==> src/hdl/b64d_pkg.sv <==
// ----------------------------------------------------------------------------
// b64d_pkg
// Shared types, constants and the alphabet lookup for the Base64 decoder.
// ----------------------------------------------------------------------------
package b64d_pkg;

  localparam int QDEPTH = 4;
  localparam int QPTR_W = $clog2(QDEPTH);
  localparam int QCNT_W = QPTR_W + 1;

  localparam logic [7:0] PAD_CHAR = 8'h3D;  // '='

  localparam int CAP_W  = 16;
  localparam int DATA_W = 32;
  localparam int ADDR_W = 3;

  // register indexes
  localparam logic [ADDR_W-3:0] REG_OUT_CAPACITY = '0;

  typedef enum logic [1:0] {
    KIND_DATA = 2'd0,
    KIND_PAD  = 2'd1,
    KIND_BAD  = 2'd2
  } char_kind_t;

  typedef enum logic [1:0] {
    ST_OK  = 2'd0,
    ST_BAD = 2'd1,
    ST_OVF = 2'd2
  } status_t;

  // classified character as it sits in the queue
  typedef struct packed {
    char_kind_t  kind;
    logic [5:0]  sextet;
    logic        last;
  } q_entry_t;

  // one result beat
  typedef struct packed {
    logic [CAP_W-1:0] byte_count;
    status_t          status;
    logic             done_res;
    logic             byte_valid;
    logic [7:0]       out_byte;
  } result_t;

  // classify a raw character: kind and six-bit value
  function automatic q_entry_t classify(input logic [7:0] c, input logic last);
    q_entry_t e;
    e.last   = last;
    e.sextet = '0;
    e.kind   = KIND_DATA;
    if (c >= 8'h41 && c <= 8'h5A) begin
      e.sextet = 6'(c - 8'h41);
    end else if (c >= 8'h61 && c <= 8'h7A) begin
      e.sextet = 6'(c - 8'h61 + 8'd26);
    end else if (c >= 8'h30 && c <= 8'h39) begin
      e.sextet = 6'(c - 8'h30 + 8'd52);
    end else if (c == 8'h2B) begin
      e.sextet = 6'd62;
    end else if (c == 8'h2F) begin
      e.sextet = 6'd63;
    end else if (c == PAD_CHAR) begin
      e.kind = KIND_PAD;
    end else begin
      e.kind = KIND_BAD;
    end
    return e;
  endfunction

endpackage

==> src/hdl/b64d_front.sv <==
// ----------------------------------------------------------------------------
// b64d_front
// Accepts character beats, classifies them and holds one classified entry.
// ----------------------------------------------------------------------------
module b64d_front import b64d_pkg::*; (
  input  logic       clk,
  input  logic       rst,
  input  logic       s_tvalid,
  output logic       s_tready,
  input  logic [7:0] s_tdata,
  input  logic       s_tlast,
  output logic       f_valid,
  input  logic       f_ready,
  output q_entry_t   f_entry
);

  logic     hold_valid;
  q_entry_t hold_entry;

  assign s_tready = !hold_valid || f_ready;
  assign f_valid  = hold_valid;
  assign f_entry  = hold_entry;

  always_ff @(posedge clk) begin
    if (rst) begin
      hold_valid <= 1'b0;
    end else if (s_tready) begin
      hold_valid <= s_tvalid;
    end
  end

  always_ff @(posedge clk) begin
    if (s_tvalid && s_tready) begin
      hold_entry <= classify(s_tdata, s_tlast);
    end
  end

endmodule

==> src/hdl/b64d_queue.sv <==
// ----------------------------------------------------------------------------
// b64d_queue
// Small FIFO of classified characters between front and back.
// ----------------------------------------------------------------------------
module b64d_queue import b64d_pkg::*; (
  input  logic     clk,
  input  logic     rst,
  input  logic     push_valid,
  output logic     push_ready,
  input  q_entry_t push_entry,
  output logic     pop_valid,
  input  logic     pop_ready,
  output q_entry_t pop_entry
);

  q_entry_t          slots [QDEPTH];
  logic [QPTR_W-1:0] wr_ptr;
  logic [QPTR_W-1:0] rd_ptr;
  logic [QCNT_W-1:0] count;
  logic              do_push;
  logic              do_pop;

  assign push_ready = (count != QCNT_W'(QDEPTH));
  assign pop_valid  = (count != '0);
  assign pop_entry  = slots[rd_ptr];
  assign do_push    = push_valid && push_ready;
  assign do_pop     = pop_valid && pop_ready;

  always_ff @(posedge clk) begin
    if (rst) begin
      wr_ptr <= '0;
      rd_ptr <= '0;
      count  <= '0;
    end else begin
      if (do_push) wr_ptr <= wr_ptr + 1'b1;
      if (do_pop)  rd_ptr <= rd_ptr + 1'b1;
      if (do_push && !do_pop) begin
        count <= count + 1'b1;
      end else if (do_pop && !do_push) begin
        count <= count - 1'b1;
      end
    end
  end

  always_ff @(posedge clk) begin
    if (do_push) begin
      slots[wr_ptr] <= push_entry;
    end
  end

endmodule

==> src/hdl/b64d_back.sv <==
// ----------------------------------------------------------------------------
// b64d_back
// Bit accumulator, byte emission, error latching and the output register.
// ----------------------------------------------------------------------------
module b64d_back import b64d_pkg::*; (
  input  logic             clk,
  input  logic             rst,
  input  logic [CAP_W-1:0] out_capacity,
  input  logic             q_valid,
  output logic             q_ready,
  input  q_entry_t         q_entry,
  output logic             m_valid,
  input  logic             m_ready,
  output result_t          m_result
);

  logic [5:0]       bit_store;
  logic [2:0]       bits_held;
  logic [CAP_W-1:0] bytes_out;
  logic             pad_seen;
  status_t          error_code;

  logic [5:0]       bit_store_next;
  logic [2:0]       bits_held_next;
  logic [CAP_W-1:0] bytes_out_next;
  logic             pad_seen_next;
  status_t          error_code_next;

  // status beat waiting behind a byte beat of the same character
  logic             pend;
  result_t          pend_result;
  logic             pend_next;
  result_t          pend_result_next;

  logic             ovalid;
  result_t          ores;
  logic             ovalid_next;
  result_t          ores_next;

  logic             out_free;
  logic             take;
  logic [11:0]      acc;
  logic [3:0]       held;
  logic [3:0]       held_rem;
  logic [11:0]      acc_shift;
  logic             emit_byte;
  result_t          byte_res;
  result_t          done_res;

  assign out_free = !ovalid || m_ready;
  assign q_ready  = !pend && out_free;
  assign take     = q_valid && q_ready;
  assign m_valid  = ovalid;
  assign m_result = ores;

  assign acc       = {bit_store, q_entry.sextet};
  assign held      = {1'b0, bits_held} + 4'd6;
  assign held_rem  = held - 4'd8;
  assign acc_shift = acc >> held_rem;

  always_comb begin
    bit_store_next   = bit_store;
    bits_held_next   = bits_held;
    bytes_out_next   = bytes_out;
    pad_seen_next    = pad_seen;
    error_code_next  = error_code;
    pend_next        = pend;
    pend_result_next = pend_result;
    ovalid_next      = ovalid;
    ores_next        = ores;
    emit_byte        = 1'b0;

    byte_res            = '0;
    byte_res.byte_valid = 1'b1;
    byte_res.out_byte   = acc_shift[7:0];

    if (take && error_code == ST_OK && !pad_seen) begin
      unique case (q_entry.kind)
        KIND_PAD: pad_seen_next = 1'b1;
        KIND_BAD: error_code_next = ST_BAD;
        KIND_DATA: begin
          if (held >= 4'd8) begin
            bits_held_next = held_rem[2:0];
            if (bytes_out >= out_capacity) begin
              error_code_next = ST_OVF;
            end else begin
              emit_byte      = 1'b1;
              bytes_out_next = bytes_out + 1'b1;
            end
          end else begin
            bits_held_next = held[2:0];
          end
          bit_store_next = acc[5:0];
        end
        default: error_code_next = ST_BAD;
      endcase
    end

    done_res            = '0;
    done_res.done_res   = 1'b1;
    done_res.status     = error_code_next;
    done_res.byte_count = bytes_out_next;

    if (out_free) begin
      ovalid_next = 1'b0;
    end

    if (pend && out_free) begin
      ovalid_next = 1'b1;
      ores_next   = pend_result;
      pend_next   = 1'b0;
    end else if (take) begin
      if (emit_byte) begin
        ovalid_next = 1'b1;
        ores_next   = byte_res;
        if (q_entry.last) begin
          pend_next        = 1'b1;
          pend_result_next = done_res;
        end
      end else if (q_entry.last) begin
        ovalid_next = 1'b1;
        ores_next   = done_res;
      end
    end

    // end of text: decoder starts over
    if (take && q_entry.last) begin
      bit_store_next  = '0;
      bits_held_next  = '0;
      bytes_out_next  = '0;
      pad_seen_next   = 1'b0;
      error_code_next = ST_OK;
    end
  end

  always_ff @(posedge clk) begin
    if (rst) begin
      bit_store  <= '0;
      bits_held  <= '0;
      bytes_out  <= '0;
      pad_seen   <= 1'b0;
      error_code <= ST_OK;
      pend       <= 1'b0;
      ovalid     <= 1'b0;
    end else begin
      bit_store  <= bit_store_next;
      bits_held  <= bits_held_next;
      bytes_out  <= bytes_out_next;
      pad_seen   <= pad_seen_next;
      error_code <= error_code_next;
      pend       <= pend_next;
      ovalid     <= ovalid_next;
    end
  end

  always_ff @(posedge clk) begin
    pend_result <= pend_result_next;
    ores        <= ores_next;
  end

endmodule

==> src/hdl/base64_decoder.sv <==
// Character path: front hold register, queue slot, back-end output register.
// Throughput: one character per cycle unless output stalls or a status beat
//   is pending; a character that yields both a byte and the final status takes
//   two output beats. A 4-entry queue absorbs output stalls.
// Reset: synchronous, active high; clears decoder state, queue and outputs,
//   and sets out_capacity to 65535. No clearing pass.
// ----------------------------------------------------------------------------
// base64_decoder
// Streaming Base64 decoder, one character per beat, APB capacity register.
// ----------------------------------------------------------------------------
module base64_decoder import b64d_pkg::*; (
  input  logic              clk,
  input  logic              rst,
  input  logic              s_tvalid,
  output logic              s_tready,
  input  logic [7:0]        s_tdata,   // [7:0] text_char
  input  logic              s_tlast,   // is_last
  output logic              m_tvalid,
  input  logic              m_tready,
  output logic [31:0]       m_tdata,   // [7:0] out_byte, [9:8] status,
                                       // [25:10] byte_count, [31:26] zero
  output logic              m_tlast,   // done_res
  output logic              m_tuser,   // [0] byte_valid
  input  logic              psel,
  input  logic              penable,
  input  logic              pwrite,
  input  logic [ADDR_W-1:0] paddr,
  input  logic [DATA_W-1:0] pwdata,
  output logic [DATA_W-1:0] prdata,
  output logic              pready
);

  logic             f_valid;
  logic             f_ready;
  q_entry_t         f_entry;
  logic             q_valid;
  logic             q_ready;
  q_entry_t         q_entry;
  result_t          res;
  logic [CAP_W-1:0] out_capacity;
  logic             reg_hit;

  assign pready  = 1'b1;
  assign reg_hit = (paddr[ADDR_W-1:2] == REG_OUT_CAPACITY);
  assign prdata  = reg_hit ? DATA_W'(out_capacity) : '0;

  always_ff @(posedge clk) begin
    if (rst) begin
      out_capacity <= '1;
    end else if (psel && penable && pwrite && pready && reg_hit) begin
      out_capacity <= pwdata[CAP_W-1:0];
    end
  end

  b64d_front u_front (
    .clk      (clk),
    .rst      (rst),
    .s_tvalid (s_tvalid),
    .s_tready (s_tready),
    .s_tdata  (s_tdata),
    .s_tlast  (s_tlast),
    .f_valid  (f_valid),
    .f_ready  (f_ready),
    .f_entry  (f_entry)
  );

  b64d_queue u_queue (
    .clk        (clk),
    .rst        (rst),
    .push_valid (f_valid),
    .push_ready (f_ready),
    .push_entry (f_entry),
    .pop_valid  (q_valid),
    .pop_ready  (q_ready),
    .pop_entry  (q_entry)
  );

  b64d_back u_back (
    .clk          (clk),
    .rst          (rst),
    .out_capacity (out_capacity),
    .q_valid      (q_valid),
    .q_ready      (q_ready),
    .q_entry      (q_entry),
    .m_valid      (m_tvalid),
    .m_ready      (m_tready),
    .m_result     (res)
  );

  assign m_tdata = {6'd0, res.byte_count, res.status, res.out_byte};
  assign m_tlast = res.done_res;
  assign m_tuser = res.byte_valid;

endmodule

==> config.mk <==
export PLATFORM = sky130hd
export DESIGN_NAME = base64_decoder
export DESIGN_NICKNAME = d
export VERILOG_FILES = /design/src/hdl/b64d_pkg.sv /design/src/hdl/b64d_front.sv /design/src/hdl/b64d_queue.sv /design/src/hdl/b64d_back.sv /design/src/hdl/base64_decoder.sv
export SDC_FILE = /design/constraint.sdc
export NUM_CORES = 1
export LEC_CHECK = 0
export BUFFER_PORTS_ARGS = -buffer_cell sky130_fd_sc_hd__buf_4
export CORE_MARGIN = 2
export CORE_UTILIZATION = 40
export CTS_CLUSTER_DIAMETER = 50
export DETAILED_ROUTE_END_ITERATION = 10
export MAX_ROUTING_LAYER = met4
export PLACE_DENSITY_LB_ADDON = 0.2
export SKIP_CTS_REPAIR_TIMING = 1
export SYNTH_ARGS = -nofsm -noshare
export SYNTH_HDL_FRONTEND = slang
export SYNTH_SLANG_ARGS = --single-unit
==> constraint.sdc <==
create_clock -name clk -period 4.94 [get_ports clk]
set_input_delay 0.494 -clock clk [delete_from_list [all_inputs] [get_ports clk]]
set_output_delay 0.494 -clock clk [all_outputs]
set_load 0.01 [all_outputs]
# Word-level counts from Yosys, hierarchy flattened

Memory sizes are Yosys's and may differ from the RTL's. A register that Yosys moved wholly into a read port is not among the register bits.
Index checks and enable logic that the tools add are counted.
W data, S select, Z words.

Bitwise operators: 2
Eq/ne operators: 5
Reduce and logical (&&, ||, !) cells: 38
$add $sub $neg: 12
Muxes and demuxes: 35
Order comparisons: 8
Shift operators: 1

Operators by type and width:

| cell                    | number |
|---|---|
| $mux W28                | 4 |
| $mux W16                | 5 |
| $mux W6                 | 5 |
| $eq A8 B6 Y1 const B    | 3 |
| $add A16 B1 Y16 const B | 1 |
| $ge A16 B16 Y1          | 1 |
| $ge A8 B7 Y1 const B    | 2 |
| $le A8 B7 Y1 const B    | 2 |
| $logic_and A1 B1 Y1     | 16 |
| $mux W2                 | 6 |
| $shr A12 B4 Y8          | 1 |
| $sub A6 B6 Y6 const B   | 2 |
| $mux W1                 | 11 |
| $mux W3                 | 3 |
| $ge A8 B6 Y1 const B    | 1 |
| $le A8 B6 Y1 const B    | 1 |
| $add A6 B5 Y6 const B   | 1 |
| $add A6 B6 Y6 const B   | 1 |
| $logic_not A1 Y1        | 6 |
| $reduce_and A2 Y1       | 3 |
| $reduce_bool A3 Y1      | 2 |
| $sub A6 B1 Y6 const B   | 1 |
| $reduce_or A5 Y1        | 1 |
| $add A2 B1 Y2 const B   | 2 |
| 15 further kinds        | 20 |

Bits of input ports: 51
Register bits: 109
Output and inout port bits: 69
Logic and storage cells: 124
RAM bits: 36
Memories: 1

Memories:

| memory        | depth | width | read ports | clocked after Yosys merged registers in | write ports | RTL line         | text |
|---|---|---|---|---|---|---|---|
| u_queue.slots | 4     | 9     | 1          | 1                                       | 1           | b64d_queue.sv:16 | `q_entry_t slots [QDEPTH];` |

# Logic depth before layout (Yosys ltp)

Depth in word-level cells: 11
Mapped depth: 10
Gate-level depth less buffers: 9

# Modules after synthesis

From an unflattened synthesis, not the netlist that was laid out.

Cells, all modules: 700
Area total of the unflattened synthesis: 7617.3 µm²

Modules (own cells, without submodules):

| module         | times used | cells an instance | area an instance (µm²) | sequential area each (µm²) |
|---|---|---|---|---|
| b64d_back      | 1          | 384               | 3923.8                 | 1961.9 |
| b64d_queue     | 1          | 95                | 1780.5                 | 1261.2 |
| b64d_front     | 1          | 109               | 960.9                  | 290.3 |
| base64_decoder | 1          | 112               | 952.2                  | 320.3 |

# Worst setup path before layout

No wires, ideal clock.

Path kind: flip-flop to flip-flop
From: register u_back.bytes_out[0]
To: register u_back.pend_result[10] in the netlist's numbering, enable pin
Slack: 2001 ps
Arrival: 2547 ps
Path buffers: 1
Period minus slack after synthesis: 2939 ps
Data required time: 4548 ps
Stages on the path, launching flop included: 9
Library setup time: 392 ps
Path through: dfxtp_1 > inv_1 > ha_1 > nand2b_4 > a2111oi_4 > o32a_1 > nand4_1 > buf_2 > nor2_1

Cells in the longest elaborated chain, start to end: 6

Ends and longest elaborated chain:

| element                            | RTL line         | text |
|---|---|---|
| start: declaration                 | b64d_back.sv:19  | `logic [CAP_W-1:0] bytes_out;` |
| start signal: assignment           | b64d_back.sv:148 | `bytes_out <= bytes_out_next;` |
| $ge A16 B16 Y1                     | b64d_back.sv:84  | `if (bytes_out >= out_capacity) begin` |
| $mux W1                            | b64d_back.sv:84  |  |
| $mux W1                            | b64d_back.sv:82  | `if (held >= 4'd8) begin` |
| $mux W1                            | b64d_back.sv:78  | `unique case (q_entry.kind)` |
| $mux W1                            | b64d_back.sv:77  | `if (take && error_code == ST_OK && !pad_seen) begin` |
| $reduce_and A4 Y1 (no source line) | n/a              |  |
| end signal: assignment             | b64d_back.sv:157 | `pend_result <= pend_result_next;` |
| end: declaration                   | b64d_back.sv:31  | `result_t pend_result;` |

Every way passes these cells.
A chain may end at the register's enable or synchronous reset.

# Worst setup path in the final report

From: register u_back.bytes_out[0]
To: register u_back.ores, in the netlist u_back.m_result[23], enable pin

Cells in the longest elaborated chain, start to end: 7

Ends and longest elaborated chain:

| element                             | RTL line         | text |
|---|---|---|
| $ge A16 B16 Y1                      | b64d_back.sv:84  |  |
| $mux W1                             | b64d_back.sv:84  |  |
| $mux W1                             | b64d_back.sv:82  |  |
| $mux W1                             | b64d_back.sv:78  |  |
| $mux W1                             | b64d_back.sv:77  |  |
| $reduce_bool A3 Y1 (no source line) | n/a              |  |
| $reduce_and A2 Y1 (no source line)  | n/a              |  |
| end signal: assignment              | b64d_back.sv:158 | `ores <= ores_next;` |
| end: declaration                    | b64d_back.sv:36  | `result_t ores;` |

Every way passes these cells.

==> run metrics <==
status finished clean; ys flop type edfxtp_1; register area about 3800 sq um; Post-Syn Area per Cell ~11 sq um; Final Hold Vio Count 0; Nets about 840; Layout Skew slightly above 0.008 ns; Synth Cell Area 7280 sq um; Placed Area 7940 sq um; post-place setup slack between 1 and 1.5 ns; IO Pins between 100 and 150; Simple-Gate Fraction of Synth Area between 15 and 20%; I/O Buffers 78; multiplexer share of the synthesized area 5.55%; Die Ht approximately 140 microns; Peak supply drop between 200 and 300 uV; largest net degree at the start of global routing 33; DRT Pass-1 Iters 5; synth top area cells edfxtp_1, dfxtp_1, ha_1; worst setup margin approximately 1.4 ns; area of the multi-input gates ~3100 sq um; Die W 139 microns; Seq cells post-synth between 100 and 150; r2r setup slk between 1 and 1.5 ns; clock-pin slew on the worst setup and hold paths 0.06 ns; filler cell count around 1700; H-tree depth 4; final non-filler cell total between 900 and 1000; maximum clock frequency 282 MHz; per-cell routed wire length about 15 microns; drt drc 0; total global routing overflow 0; area leader, netlist edfxtp_1; CTS root buf clkbuf_16; n_diodes 0; worst slew pin tran around 1.1 ns; vias per inst approximately 5.2; fin area about 8500 sq um; Pwr per Cell Area between 400 and 500 nW/um^2; asr flop ratio synth 0%; FF-to-FF path depth 9; vias in the first global route slightly below 5000; CP required ~5.0 ns; Seq/Total Area, Yosys 52.6%; EDFF count, synth ~90; Slew Limit Headroom between 20% and 30%; Pleak ~0.0033 uW; crit path kind reg2reg; via count 5206; routability cong. roughly 0.87; Compound-Gate Fraction of Synth Area ~11%; Num CTS Buffers 17; core box area between 15000 and 20000 sq um; worst skew pair latency 0.42 ns; worst-path maximum fanout 28; RSZ-0062 raised after global routing false; Cell Count Post-Placement approximately 970; initial antenna violation count 0; fin crit period approximately 3.5 ns; Netlist cell types 59; Max Buffers Root-to-Sink 2; antenna viol nets, final 0; DP Wirelength about 11000 microns; area share of the largest cell type after synthesis roughly 38%; end of the worst hold path u_front.f_entry[0]; DRC marker count from the first detailed-route iteration about 300; CTS tree yes; share of cells above drive strength 1 between 10% and 20%; Worst Path Arrival around 3.6 ns; Reg-to-Reg End u_back.m_result[23]; CP endpoint kind flop; Synth Instances between 600 and 700; adder-cell share of the synthesized area under 10%; post-synthesis xor/xnor area fraction under 10%; fin crit share 71.8%; drt total wl around 15000 microns; Tightest Hold Check Type in2reg; final setup vio count 0; Cell Rows 49; final setup TNS 0 ns; Global Route Usage Sum 16.4%; first-pass GRT wire length roughly 25000 microns; clock sink total roughly 150; largest family of logic cells by synthesized area simple AND/OR/NAND/NOR gates; Max Slew Vio Count 0; Hold Crit Start s_tlast; Ys Warns 0; area grow syn2layout 16.8%; R2R Path Start u_back.bytes_out[0]; Worst Setup SP u_back.bytes_out[0]; hold depth 1; die area 19300 sq um; Max-Cap Viols 0; startpoint class of the critical path flop; Starting Density between 40% and 50%
[final cells by class]
| class | instances | share of cell area [%] |
|---|---|---|
| flip-flops and latches | 146 | 45.1 |
| multi-input cells | 470 | 36.0 |
| repair buffers | 82 | 7.24 |
| clock buffers | 19 | 5.21 |
| well taps | 229 | 3.37 |
| inverters | 38 | 1.68 |
| clock inverters | 13 | 1.49 |
[layer usage]
layer	global-route usage, %	routed length (microns)	up-vias
met1	21.5	7110	2453
met4	5.48	253	0
met5	-	0	-
li1	-	-	2578
met2	26.0	7110	155
met3	3.00	779	20
[stage by stage]
| stage | utilization (%) | total power [uW] | hold WS (ns) |
|---|---|---|---|
| after global routing | 47.5 | 3880 | 0.249 |
| after global placement | 44.3 | 2460 | 0.452 |
| after CTS | 47.5 | 3730 | 0.246 |
| final | 47.5 | 3690 | 0.261 |
| after detailed placement | 44.3 | 2490 | 0.456 |
| after floorplan | - | 2200 | 0.441 |
[worst max-delay path, stage by stage, from the launching register on]
cell and delay, ns:
dfxtp_1 0.39, inv_1 0.10, ha_1 0.28, nand2b_4 0.14, a2111oi_4 0.43, o32ai_4 0.15, buf_4 0.24, nor3_2 0.89
o31a_1 0.25, buf_4 0.33
[cells in the mapped netlist (2+ instances only)]
cell and number:
o21ai_1 3, buf_4 26, nand2_1 94, or4_1 7, nor4_2 4, a21oi_1 42
nor3_1 7, and4_1 2, clkinv_1 3, edfxtp_1 91, ha_1 30, o21a_1 3
o211ai_1 8, clkbuf_1 26, nor2_1 62, nand3_1 8, and2_1 4, a211o_1 8
nor4b_1 2, a221o_1 5, nand4_1 18, nand2b_1 11, nor3b_1 2, o31ai_1 10
dfxtp_1 55, nor2b_1 5, a31oi_1 8, conb_1 2, and3_1 3, mux4_2 7
or3_1 3, a22o_1 3, inv_1 35, o21ai_0 22, a211oi_1 2, nor4_1 5
xnor2_1 8, mux2i_1 19, xor2_1 10, mux2_2 5, buf_2 6
[logic make-up after synthesis]
group	Yosys count
AND/OR/NAND/NOR	244
flip-flops	146
AO/OA/AOI/OAI	123
buffers and inverters	97
adder cells (fa/ha/maj)	31
multiplexers	31
XOR/XNOR	18
other	2
[layout by cell type, fill, tap and decap left out, types with 18 or more instances in the layout]
cell and n:
nand2_1 94, edfxtp_1 91, buf_4 82, nor2_1 62, dfxtp_1 55, a21oi_1 42, inv_1 35, ha_1 30
conb_1 23, o21ai_0 22, mux2i_1 19, nand4_1 18
[flip-flops by register name (all words and copies together) (netlist names), named ones only]
| signal | flops |
|---|---|
| u_back.m_result | 28 |
| u_back.pend | 1 |
| u_front.f_entry | 9 |
| u_back.error_code | 2 |
| u_back.bits_held | 2 |
| out_capacity | 16 |
| u_queue.rd_ptr | 2 |
| u_queue.slots | 36 |
| u_front.f_valid | 1 |
| u_queue.count | 3 |
| u_queue.wr_ptr | 2 |
| u_back.pad_seen | 1 |
| u_back.bytes_out | 16 |
| u_back.pend_result | 18 |
| u_back.m_valid | 1 |
| u_back.bit_store | 6 |
[power by group]
| part | internal, uW | switching (uW) |
|---|---|---|
| clock network | 715 | 513 |
| registers | 1480 | 106 |
| logic | 352 | 517 |
[worst max-delay path by stage]
stage / endpoint / depth (start not counted)
5_1_grt: u_back.m_result[4] / 7
3_5_place_dp: u_back.m_result[4] / 7
6_report: u_back.m_result[23] / 9
3_3_place_gp: u_back.m_result[4] / 9
4_1_cts: u_back.m_result[25] / 9
2_1_floorplan: u_back.pend_result[10] / 8
Power figures use the tool's default switching activity.
